`config.mk`:
```
export PLATFORM = sky130hd
export DESIGN_NAME = markup_token_scanner_top
export DESIGN_NICKNAME = d
export VERILOG_FILES = /design/src/rtl/mts_pkg.sv /design/src/rtl/markup_token_scanner_top.sv
export SDC_FILE = /design/constraint.sdc
export NUM_CORES = 1
export LEC_CHECK = 0
export ABC_AREA = 1
export BUFFER_PORTS_ARGS = -buffer_cell sky130_fd_sc_hd__buf_2
export CORE_MARGIN = 5
export CORE_UTILIZATION = 46
export CTS_CLUSTER_SIZE = 14
export DETAILED_ROUTE_END_ITERATION = 10
export GPL_ROUTABILITY_DRIVEN = 0
export HOLD_SLACK_MARGIN = 0.03
export SLEW_MARGIN = 25
export SYNTH_ARGS = -nofsm -noshare
export SYNTH_HDL_FRONTEND = slang
export SYNTH_SLANG_ARGS = --single-unit
```
`constraint.sdc`:
```
create_clock -name clk -period 6 [get_ports clk]
set_clock_uncertainty 0.05 [all_clocks]
set_input_delay 1.8 -clock clk [delete_from_list [all_inputs] [get_ports clk]]
set_output_delay 1.8 -clock clk [all_outputs]
set_load 0.01 [all_outputs]
```
`src/rtl/mts_pkg.sv`:
```
// Shared types, codes and character-class helpers for the markup token scanner.
package mts_pkg;

  localparam int DEPTH_BITS = 16;
  localparam int MAX_RES    = 6;
  localparam int RES_IDX_W  = $clog2(MAX_RES + 1);

  // Token kinds
  localparam logic [3:0] K_IDENT      = 4'd0;
  localparam logic [3:0] K_KEYWORD    = 4'd1;
  localparam logic [3:0] K_OPEN       = 4'd2;
  localparam logic [3:0] K_OPENSLASH  = 4'd3;
  localparam logic [3:0] K_CLOSE      = 4'd4;
  localparam logic [3:0] K_SLASHCLOSE = 4'd5;
  localparam logic [3:0] K_TEXT       = 4'd6;
  localparam logic [3:0] K_LPAREN     = 4'd7;
  localparam logic [3:0] K_RPAREN     = 4'd8;
  localparam logic [3:0] K_LBRACE     = 4'd9;
  localparam logic [3:0] K_RBRACE     = 4'd10;
  localparam logic [3:0] K_ERROR      = 4'd11;
  localparam logic [3:0] K_END        = 4'd12;

  // Error codes
  localparam logic [1:0] E_NONE       = 2'd0;
  localparam logic [1:0] E_UNEXPECTED = 2'd1;
  localparam logic [1:0] E_WS_OPEN    = 2'd2;

  // Keyword matcher progress
  localparam logic [2:0] KP_DONE = 3'd4;
  localparam logic [2:0] KP_MISS = 3'd5;

  localparam logic [7:0] CH_LT     = 8'h3C;
  localparam logic [7:0] CH_GT     = 8'h3E;
  localparam logic [7:0] CH_SLASH  = 8'h2F;
  localparam logic [7:0] CH_LPAREN = 8'h28;
  localparam logic [7:0] CH_RPAREN = 8'h29;
  localparam logic [7:0] CH_LBRACE = 8'h7B;
  localparam logic [7:0] CH_RBRACE = 8'h7D;

  typedef struct packed {
    logic [7:0] ch;
    logic       is_final;
  } in_t;

  typedef struct packed {
    logic       is_char;
    logic [7:0] lex_char;
    logic [3:0] kind;
    logic [1:0] err_code;
    logic       last_of_run;
  } out_t;

  // One buffered result, last_of_run is added on the way out
  typedef struct packed {
    logic       is_char;
    logic [7:0] lex_char;
    logic [3:0] kind;
    logic [1:0] err_code;
  } res_t;

  function automatic logic [7:0] kw_char(input logic [1:0] i);
    logic [7:0] r;
    case (i)
      2'd0:    r = 8'h63; // c
      2'd1:    r = 8'h6F; // o
      2'd2:    r = 8'h6D; // m
      default: r = 8'h70; // p
    endcase
    return r;
  endfunction

  function automatic logic [2:0] kw_track(input logic [2:0] kp, input logic [7:0] c);
    logic [2:0] r;
    if (kp < KP_DONE && c == kw_char(kp[1:0])) r = kp + 3'd1;
    else r = KP_MISS;
    return r;
  endfunction

  function automatic logic is_space(input logic [7:0] c);
    return c == 8'h20 || (c >= 8'd9 && c <= 8'd13);
  endfunction

  function automatic logic is_alpha(input logic [7:0] c);
    return (c >= 8'h41 && c <= 8'h5A) || (c >= 8'h61 && c <= 8'h7A);
  endfunction

  function automatic logic is_alnum(input logic [7:0] c);
    return is_alpha(c) || (c >= 8'h30 && c <= 8'h39);
  endfunction

  function automatic res_t mk_char(input logic [7:0] c);
    res_t r;
    r.is_char  = 1'b1;
    r.lex_char = c;
    r.kind     = K_IDENT;
    r.err_code = E_NONE;
    return r;
  endfunction

  function automatic res_t mk_mark(input logic [3:0] k);
    res_t r;
    r.is_char  = 1'b0;
    r.lex_char = 8'h00;
    r.kind     = k;
    r.err_code = E_NONE;
    return r;
  endfunction

  function automatic res_t mk_err(input logic [1:0] e);
    res_t r;
    r.is_char  = 1'b0;
    r.lex_char = 8'h00;
    r.kind     = K_ERROR;
    r.err_code = e;
    return r;
  endfunction

endpackage

```
`src/rtl/markup_token_scanner_top.sv`:
```
// Markup token scanner: byte-in lexer, buffer drains one token piece a cycle unless stalled.
//
//  channel | direction | handshake          | payload
//  --------+-----------+--------------------+-------------------------------------------
//  in_     | in        | in_valid/in_stall  | in_data  : ch, is_final
//  out_    | out       | out_valid/out_stall| out_data : is_char, lex_char, kind,
//          |           |                    |            err_code, last_of_run
//
// Each source byte is scanned in the cycle it is accepted; the results it causes
// (zero to six) land in a result buffer and leave it one per cycle while out_stall is low.
// A byte that causes k results occupies the output until all k have left, so the byte
// rate is set by the single output port.
// A new byte is taken in the same cycle the last buffered result leaves.
// Synchronous active-low reset clears the scanner state and empties the buffer.
// out_stall holds the current result steady and back-pressures in_stall.
module markup_token_scanner_top
  import mts_pkg::*;
(
  input  logic clk,
  input  logic rst_n,
  input  logic in_valid,
  output logic in_stall,
  input  in_t  in_data,
  output logic out_valid,
  input  logic out_stall,
  output out_t out_data
);

  typedef enum logic [2:0] {
    M_NORMAL   = 3'd0,
    M_IDENT    = 3'd1,
    M_LT       = 3'd2,
    M_POSTOPEN = 3'd3,
    M_SLASH    = 3'd4,
    M_TEXT     = 3'd5,
    M_ERROR    = 3'd6
  } mode_t;

  localparam logic signed [DEPTH_BITS-1:0] D_MAX = {1'b0, {(DEPTH_BITS-1){1'b1}}};
  localparam logic signed [DEPTH_BITS-1:0] D_MIN = {1'b1, {(DEPTH_BITS-1){1'b0}}};
  localparam logic signed [DEPTH_BITS-1:0] D_ONE = {{(DEPTH_BITS-1){1'b0}}, 1'b1};

  // Scanner state
  mode_t                        mode_r,  mode_nxt;
  logic signed [DEPTH_BITS-1:0] depth_r, depth_nxt;
  logic [2:0]                   kp_r,    kp_nxt;

  // Result buffer
  res_t                 res_r [MAX_RES];
  res_t                 res_nxt [MAX_RES];
  logic [RES_IDX_W-1:0] cnt_r, cnt_nxt;
  logic [RES_IDX_W-1:0] idx_r;

  logic out_fire, out_last, in_fire;

  assign out_valid = idx_r < cnt_r;
  assign out_last  = idx_r == (cnt_r - 3'd1);
  assign out_fire  = out_valid && !out_stall;
  // Buffer frees up when its final result is taken this cycle
  assign in_stall  = out_valid && !(out_fire && out_last);
  assign in_fire   = in_valid && !in_stall;

  always_comb begin
    out_data.is_char     = res_r[idx_r].is_char;
    out_data.lex_char    = res_r[idx_r].lex_char;
    out_data.kind        = res_r[idx_r].kind;
    out_data.err_code    = res_r[idx_r].err_code;
    out_data.last_of_run = out_last;
  end

  // Scan of one byte: leading action by mode, then token start, then end-of-source flush
  always_comb begin
    mode_t                        m;
    logic signed [DEPTH_BITS-1:0] d;
    logic [2:0]                   kp;
    logic [RES_IDX_W-1:0]         n;
    logic                         start;
    logic [7:0]                   c;

    m     = mode_r;
    d     = depth_r;
    kp    = kp_r;
    n     = '0;
    start = 1'b0;
    c     = in_data.ch;
    for (int i = 0; i < MAX_RES; i++) res_nxt[i] = mk_mark(K_IDENT);

    unique case (m)
      M_IDENT: begin
        if (is_alnum(c)) begin
          res_nxt[n] = mk_char(c); n = n + 3'd1;
          kp = kw_track(kp, c);
        end else begin
          res_nxt[n] = mk_mark((kp == KP_DONE) ? K_KEYWORD : K_IDENT); n = n + 3'd1;
          start = 1'b1;
        end
      end
      M_LT: begin
        res_nxt[n] = mk_char(CH_LT); n = n + 3'd1;
        if (c == CH_SLASH) begin
          res_nxt[n] = mk_char(CH_SLASH);    n = n + 3'd1;
          res_nxt[n] = mk_mark(K_OPENSLASH); n = n + 3'd1;
          if (d != D_MIN) d = d - D_ONE;
          m = M_POSTOPEN;
        end else begin
          res_nxt[n] = mk_mark(K_OPEN); n = n + 3'd1;
          if (d != D_MAX) d = d + D_ONE;
          if (is_space(c)) begin
            res_nxt[n] = mk_err(E_WS_OPEN); n = n + 3'd1;
            m = M_ERROR;
          end else begin
            start = 1'b1;
          end
        end
      end
      M_POSTOPEN: begin
        if (is_space(c)) begin
          res_nxt[n] = mk_err(E_WS_OPEN); n = n + 3'd1;
          m = M_ERROR;
        end else begin
          start = 1'b1;
        end
      end
      M_SLASH: begin
        if (c == CH_GT) begin
          res_nxt[n] = mk_char(CH_SLASH);     n = n + 3'd1;
          res_nxt[n] = mk_char(CH_GT);        n = n + 3'd1;
          res_nxt[n] = mk_mark(K_SLASHCLOSE); n = n + 3'd1;
          if (d != D_MIN) d = d - D_ONE;
          m = (d > 0) ? M_TEXT : M_NORMAL;
        end else begin
          res_nxt[n] = mk_err(E_UNEXPECTED); n = n + 3'd1;
          m = M_ERROR;
        end
      end
      M_TEXT: begin
        if (c == CH_LT) begin
          res_nxt[n] = mk_mark(K_TEXT); n = n + 3'd1;
          m = M_LT;
        end else begin
          res_nxt[n] = mk_char(c); n = n + 3'd1;
        end
      end
      M_ERROR: ;
      default: start = 1'b1;
    endcase

    // Byte opens a new token
    if (start) begin
      m = M_NORMAL;
      if (is_space(c)) begin
        m = M_NORMAL;
      end else if (is_alpha(c)) begin
        res_nxt[n] = mk_char(c); n = n + 3'd1;
        kp = kw_track(3'd0, c);
        m  = M_IDENT;
      end else begin
        case (c)
          CH_LT:    m = M_LT;
          CH_SLASH: m = M_SLASH;
          CH_GT: begin
            res_nxt[n] = mk_char(c);       n = n + 3'd1;
            res_nxt[n] = mk_mark(K_CLOSE); n = n + 3'd1;
            m = (d > 0) ? M_TEXT : M_NORMAL;
          end
          CH_LPAREN: begin
            res_nxt[n] = mk_char(c);        n = n + 3'd1;
            res_nxt[n] = mk_mark(K_LPAREN); n = n + 3'd1;
          end
          CH_RPAREN: begin
            res_nxt[n] = mk_char(c);        n = n + 3'd1;
            res_nxt[n] = mk_mark(K_RPAREN); n = n + 3'd1;
          end
          CH_LBRACE: begin
            res_nxt[n] = mk_char(c);        n = n + 3'd1;
            res_nxt[n] = mk_mark(K_LBRACE); n = n + 3'd1;
          end
          CH_RBRACE: begin
            res_nxt[n] = mk_char(c);        n = n + 3'd1;
            res_nxt[n] = mk_mark(K_RBRACE); n = n + 3'd1;
          end
          default: begin
            res_nxt[n] = mk_err(E_UNEXPECTED); n = n + 3'd1;
            m = M_ERROR;
          end
        endcase
      end
    end

    // End of source: flush what is pending, mark the end, back to reset state
    if (in_data.is_final) begin
      unique case (m)
        M_IDENT: begin
          res_nxt[n] = mk_mark((kp == KP_DONE) ? K_KEYWORD : K_IDENT); n = n + 3'd1;
        end
        M_LT: begin
          res_nxt[n] = mk_char(CH_LT);  n = n + 3'd1;
          res_nxt[n] = mk_mark(K_OPEN); n = n + 3'd1;
        end
        M_SLASH: begin
          res_nxt[n] = mk_err(E_UNEXPECTED); n = n + 3'd1;
        end
        M_TEXT: begin
          res_nxt[n] = mk_mark(K_TEXT); n = n + 3'd1;
        end
        default: ;
      endcase
      res_nxt[n] = mk_mark(K_END); n = n + 3'd1;
      m  = M_NORMAL;
      d  = '0;
      kp = '0;
    end

    mode_nxt  = m;
    depth_nxt = d;
    kp_nxt    = kp;
    cnt_nxt   = n;
  end

  always_ff @(posedge clk) begin
    if (!rst_n) begin
      mode_r  <= M_NORMAL;
      depth_r <= '0;
      kp_r    <= '0;
      cnt_r   <= '0;
      idx_r   <= '0;
    end else if (in_fire) begin
      mode_r  <= mode_nxt;
      depth_r <= depth_nxt;
      kp_r    <= kp_nxt;
      cnt_r   <= cnt_nxt;
      idx_r   <= '0;
    end else if (out_fire) begin
      idx_r   <= idx_r + 3'd1;
    end
    if (in_fire) begin
      for (int i = 0; i < MAX_RES; i++) res_r[i] <= res_nxt[i];
    end
  end

  // Checks

  // Input only ever waits on a pending result
  a_stall_cause: assert property (@(posedge clk) disable iff (!rst_n)
    in_stall |-> out_valid)
    else $error("in_stall raised with empty result buffer");

  // Lexeme characters carry no kind and no error
  a_char_clean: assert property (@(posedge clk) disable iff (!rst_n)
    (out_valid && out_data.is_char) |-> (out_data.kind == K_IDENT && out_data.err_code == E_NONE))
    else $error("character result with kind or error set");

  // Error codes only on error markers
  a_err_kind: assert property (@(posedge clk) disable iff (!rst_n)
    (out_valid && out_data.err_code != E_NONE) |-> (out_data.kind == K_ERROR && !out_data.is_char))
    else $error("error code outside an error marker");

  // End of source returns the scanner to its reset state
  a_final_reset: assert property (@(posedge clk) disable iff (!rst_n)
    (in_fire && in_data.is_final) |=> (mode_r == M_NORMAL && depth_r == '0 && kp_r == '0))
    else $error("scanner state not cleared after final byte");

  // A final byte always leaves at least its end marker in the buffer
  a_final_out: assert property (@(posedge clk) disable iff (!rst_n)
    (in_fire && in_data.is_final) |=> out_valid)
    else $error("final byte produced no results");

endmodule
```
# After elaboration in Yosys (flattened, before gate mapping)
# Memory sizes are Yosys's and may differ from the RTL's. A register that Yosys moved wholly into a read port is not among the register bits.
# Cells that the tools add are included.
dict set report word_totals {
  register_bits 28
  ramBits 90
  out_inout_bits 18
  word_cells 215
  n_memories 1
}
# name depth word_bits rd rd_clocked_by_memory_dff write_ports line
set memory_table {}
lappend memory_table {res_r 6 15 1 1 6 markup_token_scanner_top.sv:49} ;# res_t res_r [MAX_RES];
dict set report classes {
  add_sub_neg 10
  order_cmp 22
  n_eq_ne 27
  mux 83
  bitwise 39
  n_reduce_logical 28
}
# operator count
set ops {}
lappend ops {{$pmux 90 s6} 1}
lappend ops {{$mux 90} 5}
lappend ops {{$pmux 90 s4} 1}
lappend ops {{$and 78x78->78} 4}
lappend ops {{$not 78->78} 4}
lappend ops {{$and 84x84->84} 3}
lappend ops {{$not 84->84} 3}
lappend ops {{$demux 15 s3} 5}
lappend ops {{$bwmux 90} 2}
lappend ops {{$and 66x66->66} 2}
lappend ops {{$not 66->66} 2}
lappend ops {{$mux 15} 8}
lappend ops {{$mux 16} 7}
lappend ops {{$mux 3} 25}
lappend ops {{$pmux 15 s5} 1}
lappend ops {{$and 72x72->72} 1}
lappend ops {{$not 72->72} 1}
lappend ops {{$and 60x60->60} 1}
lappend ops {{$mux 30} 2}
lappend ops {{$not 60->60} 1}
lappend ops {{$pmux 30 s2} 1}
lappend ops {{$eq 8x6->1 const B} 6}
lappend ops {{$or 12x12->12} 4}
lappend ops {{$or 24x24->24} 2}
lappend ops {{other kinds (47)} 117}

# Logic depth before layout (Yosys ltp)
# Gate-level depths: netlist of the first run.
dict set report depth {
  depth_word 24
  ltp_mapped 31
  mapped_depth_nobuf 30
}

# Least setup slack after synthesis of the first run
# No wires, ideal clock.
dict set report synth_timing {
  path_type {in2reg}
  from {in in_data[5] in the netlist's numbering}
  to {mem res_r[1][2] in the netlist's numbering (data pin)}
  arrival_time_ps 4920
  setup_slack_ps 776
  cell_stages 26
  cell_sequence {buf_2 inv_2 nand2_2 nor2_8 nand2_1 nand2_1 nand2_1 nand2_1 inv_1 nand2_2 ha_1 o21ai_0 nand3_1 nand2_2 inv_1 ha_1 xnor2_4 xor2_1 inv_1 nand2_2 nand2_2 nor2_4 nand2_1 buf_6 nand3_1 nand2_1}
}
# element line
set synth_rtl {}
lappend synth_rtl {{start, declared} markup_token_scanner_top.sv:23} ;# input in_t in_data,
lappend synth_rtl {{end, declared} markup_token_scanner_top.sv:49}

==> flow_metrics.tcl, run 1 <==
set metrics [dict create \
    ant_nets 0 \
    num_antenna_cells 0 \
    clock_sinks 101 \
    die_w_microns 150.1 \
    drive_gt1_share_pct 14.02 \
    grt_pass1_wl_microns 47190 \
    syn_inst 1357 \
    io_buffer_count 30 \
    tns_ns 0 \
    grtUsageTotal_pct 26.80 \
    max_cap_violations 0 \
    maxSlewHeadroom_pct 34.90 \
    p_int_mw 2.204 \
    holdBufCountCts 0 \
    fmax_ghz 0.1851 \
    dr.pass1.iters 5 \
    synthFlopType "edfxtp_1" \
    num_rows 51 \
    fin_cells 1642 \
    netlist.area_leader.share_pct 23.27 \
    routedWlPerCell_microns 18.14 \
    ios 31 \
    power.switching_mw 2.179 \
    crit_type "primary input to register" \
    cts_tree "built" \
    start_util_pct 46.57 \
    clk_pin_slew_ns 0.08 \
    drt_iter0_markers 1039 \
    p_comb_share_pct 58.3 \
    yosysSeqAreaShare_pct 30.14 \
    fin_crit_sh_pct 90.02 \
    fill_cells 2065 \
    syn_area_per_cell_sq_um 6.657 \
    htreeDepth 3 \
    leakagePower_nw 4.452 \
    setup.worst_path.start_class "primary input" \
    critPathMaxStageDelay_ns 0.32 \
    core_sq_um 19400 \
    grt_max_degree 71 \
    wirelength_microns 29780 \
    cts-root-buf "clkbuf_16" \
    synth_warnings 0 \
    power_frac_seq_pct 26.5 \
    die_h_microns 150.1 \
    tightestPinTransition_ns 0.9643 \
    finalInstanceArea_sq_um 9747 \
    insertion_delay_ns 0.37 \
    drcViolationCount 0 \
    synthDistinctLibCells 61 \
    cts_resized 0 \
    grt_pass1_vias 8445 \
    synth-async-reset-ratio_pct 0 \
    wl_met1_microns 13790 \
    min_path_type "register to register" \
    drt-vias-per-instance 5.665 \
    final-max-slew-violation-count 0 \
    cts_buffers 9 \
    p_per_area_nw_per_um2 449.7 \
    cp_data_arrival_time_ns 5.46 \
    period_minus_slack_ns 5.401 \
    swShare_pct 49.72 \
    cp_max_fo 16 \
    pwr-share-clk_pct 15.2 \
    dp_cells 1626 \
    antenna_found_initial 1 \
    power_mw 4.383 \
    dr_wl_met3_microns 2509 \
    rsz0062_at_grt "no" \
    setup_viol 0 \
    nNetsFinal 1403 \
    placed_area_sq_um 9419 \
    cts_buffer_depth 2 \
    ir_worst_vdd_v 0.0002642 \
    grt-ovfl-total 0 \
    endpoint_kind "register" \
    synth_seq_cells 101 \
    route.vias.total 9302 \
    path_common_cell "nand2_1" \
    post_cts_buffers 0 \
    crit_required_ns 6.06 \
    status "finished, final reports clean" \
    fp.dieArea_sq_um 22540 \
    yosysTopAreaCell "edfxtp_1" \
    highest_layer "met5" \
    dp_hpwl_microns 23070 \
    met2_wirelength_microns 13020 \
    hold_viol 0 \
    yosys-top-cells-area "edfxtp_1, nand2_1, nand3_1, nor2_1, dfxtp_1" \
    timing.critical_path.slowest_stage_cell "xnor2_4" \
    r2r_slack_ns 1.76 \
    synth.cell_area_sq_um 9034 \
    synth_edf_count 70 \
    syn_to_final_growth_pct 7.895 \
]
## layer usage
layer	vias to the layer above	global-route usage [%]
met5	-	0
met4	2	4.941
met3	39	4.034
met2	398	40.80
met1	4304	40.60
li1	4559	-
## state kept, by name, summed over array words and instances (netlist names), named ones only
name and count:
res_r 70, depth_r 16, idx_r 3, kp_r 3, mode_r 3, cnt_r 3
## area by class of cell
type,instances,area (sq um),area share [%]
clock buffer,9,225.2,2.311
multi-input combinational,1051,5453,55.94
clock inverter,7,102.6,1.053
timing repair buffer,52,315.3,3.235
sequential,101,2723,27.93
inverter,157,596.8,6.123
tap,265,331.6,3.402
## cell usage after synthesis (all sizes together) (8+ instances only)
cell,instances
clkbuf,26
a31oi,8
o21ai,91
nor3,16
buf,28
nand4,19
a21oi,73
dfxtp,31
nor2,193
o211ai,10
nand3,138
nand2,392
ha,18
inv,154
o22ai,17
o21a,8
edfxtp,70
## cell usage in the layout (no fill, tap or decap), drive strengths merged, types with 6 or more instances in the layout
cell and n:
nand4 19, o22ai 17, nor3 16, o21ai 91
a31oi 8, ha 18, nand3 138, a211oi 6
xnor2 6, o21a 8, buf 52, dfxtp 31
a21oi 73, nand2 392, conb 7, nor2 193
o211ai 10, xor2 6, edfxtp 70, clkbuf 9
inv 157
## worst max-delay path: cells and delay by family
family                     cells  cell delay [ns]
adders and majority gates      1             0.27
and+or+nand+nor               17             2.00
xor gates and xnor gates       2             0.49
AOI/OAI and AO/OA              1             0.10
buffers and inverters          5             0.77
## kinds of logic after synthesis
family,count (synthesis),share of synthesized area [%]
xor+xnor,12,1.579
buf+inv,211,9.751
flops,101,30.14
compound gates,241,15.96
simple gates,773,40.04
fa+ha+maj,18,2.493
other cells,1,0.04151
## power groups by stage
stage                     sequential, mW  combinational (mW)  clock, mW
final                               1.16                2.56      0.666
after global routing                1.18                2.81      0.704
after CTS                           1.16                2.52      0.675
after detailed placement            1.18                2.51          0
after global placement              1.17                2.51          0
after floorplan                     1.13                1.86          0
## path summary, 6_finish.rpt
| path | from | endpoint | cells after the start |
|---|---|---|---|
| worst max-delay path | in_data[4] | res_r[1][3] | 26 |
| worst min-delay path | cnt_r[2] | cnt_r[2] | 2 |
| worst max register to register | mode_r[1] | res_r[1][3] | 21 |
| worst min register to register | cnt_r[2] | cnt_r[2] | 2 |
## stage by stage
step           setup WS, ns  utilization, %  hold WS (ns)
4_1_cts              0.6436           50.25        0.4101
3_5_place_dp         0.2676           48.56        0.3958
3_3_place_gp         0.3644           48.56        0.3958
2_1_floorplan        0.7759               -        0.3761
6_report             0.5985           50.25        0.4053
5_1_grt              0.1548           50.25        0.4338
(Power assumes the default switching activity.)
==> inputs of run 2 (changes only) <==
Settings changed: BUFFER_PORTS_ARGS -buffer_cell sky130_fd_sc_hd__buf_2 to not set, DONT_BUFFER_PORTS set to 1.
==> flow_metrics.tcl, run 2 (synthesis results as in run 1) <==
set metrics [dict create \
    status "finished, final reports clean" \
    power.switching_mw 2.153 \
    ir_worst_vdd_v 0.0002068 \
    syn_to_final_growth_pct 5.554 \
    grt_busiest_layer "met2" \
    routedWlPerCell_microns 18.61 \
    final_common_cell "nand2_1" \
    ios 31 \
    clk_pin_slew_ns 0.08 \
    cp_max_fo 16 \
    route.vias.total 9110 \
    cp-startpoint "in_data[8]" \
    num_antenna_cells 0 \
    dp_hpwl_microns 22860 \
    setup.worst_path.start_class "primary input" \
    critPathMaxStageDelay_ns 0.46 \
    dp_cells 1588 \
    timing.critical_path.slowest_stage_cell "a21oi_4" \
    grtUsageMet1_pct 39.06 \
    final-max-slew-violation-count 0 \
    min_from "cnt_r[2]" \
    post_cts_buffers 0 \
    hold_viol 0 \
    max_cap_violations 0 \
    critPathTopFamily "simple AND/OR/NAND/NOR gates" \
    grt_pass1_vias 8323 \
    p_comb_share_pct 57.2 \
    core_sq_um 19400 \
    p_int_mw 2.117 \
    top_register "res_r" \
    r2r_slack_ns 1.46 \
    drive_gt1_share_pct 11.50 \
    grt_pass1_wl_microns 46720 \
    endpoint_kind "register" \
    final_cell_mix "nand2_1, nor2_1, nand3_1" \
    r2r-start "mode_r[2]" \
    fin_crit_sh_pct 90.38 \
    regToRegEndpoint "res_r[0][2]" \
    holdBufCountCts 0 \
    drcViolationCount 0 \
    swShare_pct 50.42 \
    fin_util_pct 49.16 \
    antenna_found_initial 0 \
    grtUsageTotal_pct 26.52 \
    fin_cells 1604 \
    largest_register_ffs 70 \
    nNetsFinal 1365 \
    tns_ns 0 \
    fmax_ghz 0.1844 \
    tightestPinTransition_ns 0.9417 \
    use_met2_pct 39.87 \
    cts_buffer_depth 2 \
    crit_buf_inv 3 \
    min_path_type "register to register" \
    period_minus_slack_ns 5.423 \
    maxSlewHeadroom_pct 36.42 \
    die_w_microns 150.1 \
    io_buffer_count 0 \
    rr_worst_depth 21 \
    insertion_delay_ns 0.36 \
    leakagePower_nw 4.286 \
    path_common_cell "nand2_1" \
    p_per_area_nw_per_um2 447.8 \
    ant_nets 0 \
    critical_path_depth 22 \
    pwr-share-clk_pct 15.6 \
    clock_sinks 101 \
    cp_data_arrival_time_ns 5.48 \
    power_mw 4.270 \
    htreeDepth 3 \
    cts-root-buf "clkbuf_16" \
    crit_chain "inv_1 > nand2_1 > nor2_8 > a21oi_4 > o21ai_2 > nand3_4 > nand2_4 > inv_2 > nand2_1 > nand2_1 > nand3_1 > nand2_2 > inv_1 > ha_1 > xnor2_4 > xor2_1 > nand3_1 > nand2_1 > nor2_4 > nand3_1 > nand3_1 > nand2_1" \
    endpoint "res_r[0][2]" \
    cts_buffers 9 \
    crit_required_ns 6.06 \
    fp.dieArea_sq_um 22540 \
    fill_cells 2024 \
    dr.pass1.iters 6 \
    cts_resized 0 \
    largest_registers "res_r x70, depth_r x16" \
    drt-vias-per-instance 5.680 \
    power_frac_seq_pct 27.3 \
    drt_iter0_markers 1140 \
    grt_max_degree 71 \
    crit_type "primary input to register" \
    start_util_pct 46.57 \
    use_met3_pct 6.261 \
    die_h_microns 150.1 \
    min_path_cells 2 \
    grt-ovfl-total 0 \
    setup_viol 0 \
    wirelength_microns 29850 \
    cts_tree "built" \
    num_rows 51 \
    rsz0062_at_grt "no" \
]
## run 2: worst min-delay path by stage
stage / slack, ns / endpoint
2_1_floorplan: 0.38 / cnt_r[2]
3_3_place_gp: 0.39 / cnt_r[2]
3_5_place_dp: 0.41 / cnt_r[2]
4_1_cts: 0.42 / cnt_r[2]
5_1_grt: 0.45 / cnt_r[2]
6_report: 0.42 / cnt_r[2]
## run 2: cell type report
class | instances | area, sq um | share of cell area (%)
tap | 265 | 331.6 | 3.477
multi-input combinational | 1051 | 5453 | 57.18
clock buffer | 9 | 225.2 | 2.362
clock inverter | 7 | 101.3 | 1.063
inverter | 157 | 596.8 | 6.259
sequential | 101 | 2723 | 28.55
timing repair buffer | 14 | 105.1 | 1.102
## run 2: layer usage
metal	share of wire [%]	vias to the layer above	routed length [microns]
met4	1.3	0	399
met3	9.7	30	2902
li1	-	4467	-
met5	0	-	0
met1	46	4212	13740
met2	43	401	12810
## run 2: metrics by stage
step           hold WS, ns  instance area [sq um]  worst slack, ns
6_report            0.4245                   9535           0.5775
5_1_grt             0.4524                   9535           0.1971
4_1_cts             0.4246                   9535           0.6250
3_5_place_dp        0.4122                   9209           0.2493
3_3_place_gp        0.3926                   9209           0.3322
2_1_floorplan       0.3761                   9056           0.7759
## run 2: tightest hold or removal path: cells and delay by family, from the launching register on
kind             cells  cell delay, ns
DFF                  1            0.32
and+or+nand+nor      2            0.12
## run 2: power groups by stage
stage | clock [mW] | sequential (mW) | combinational (mW)
3_5_place_dp | 0 | 1.18 | 2.39
5_1_grt | 0.702 | 1.18 | 2.66
2_1_floorplan | 0 | 1.13 | 1.86
6_report | 0.664 | 1.16 | 2.44
3_3_place_gp | 0 | 1.18 | 2.39
4_1_cts | 0.669 | 1.16 | 2.40
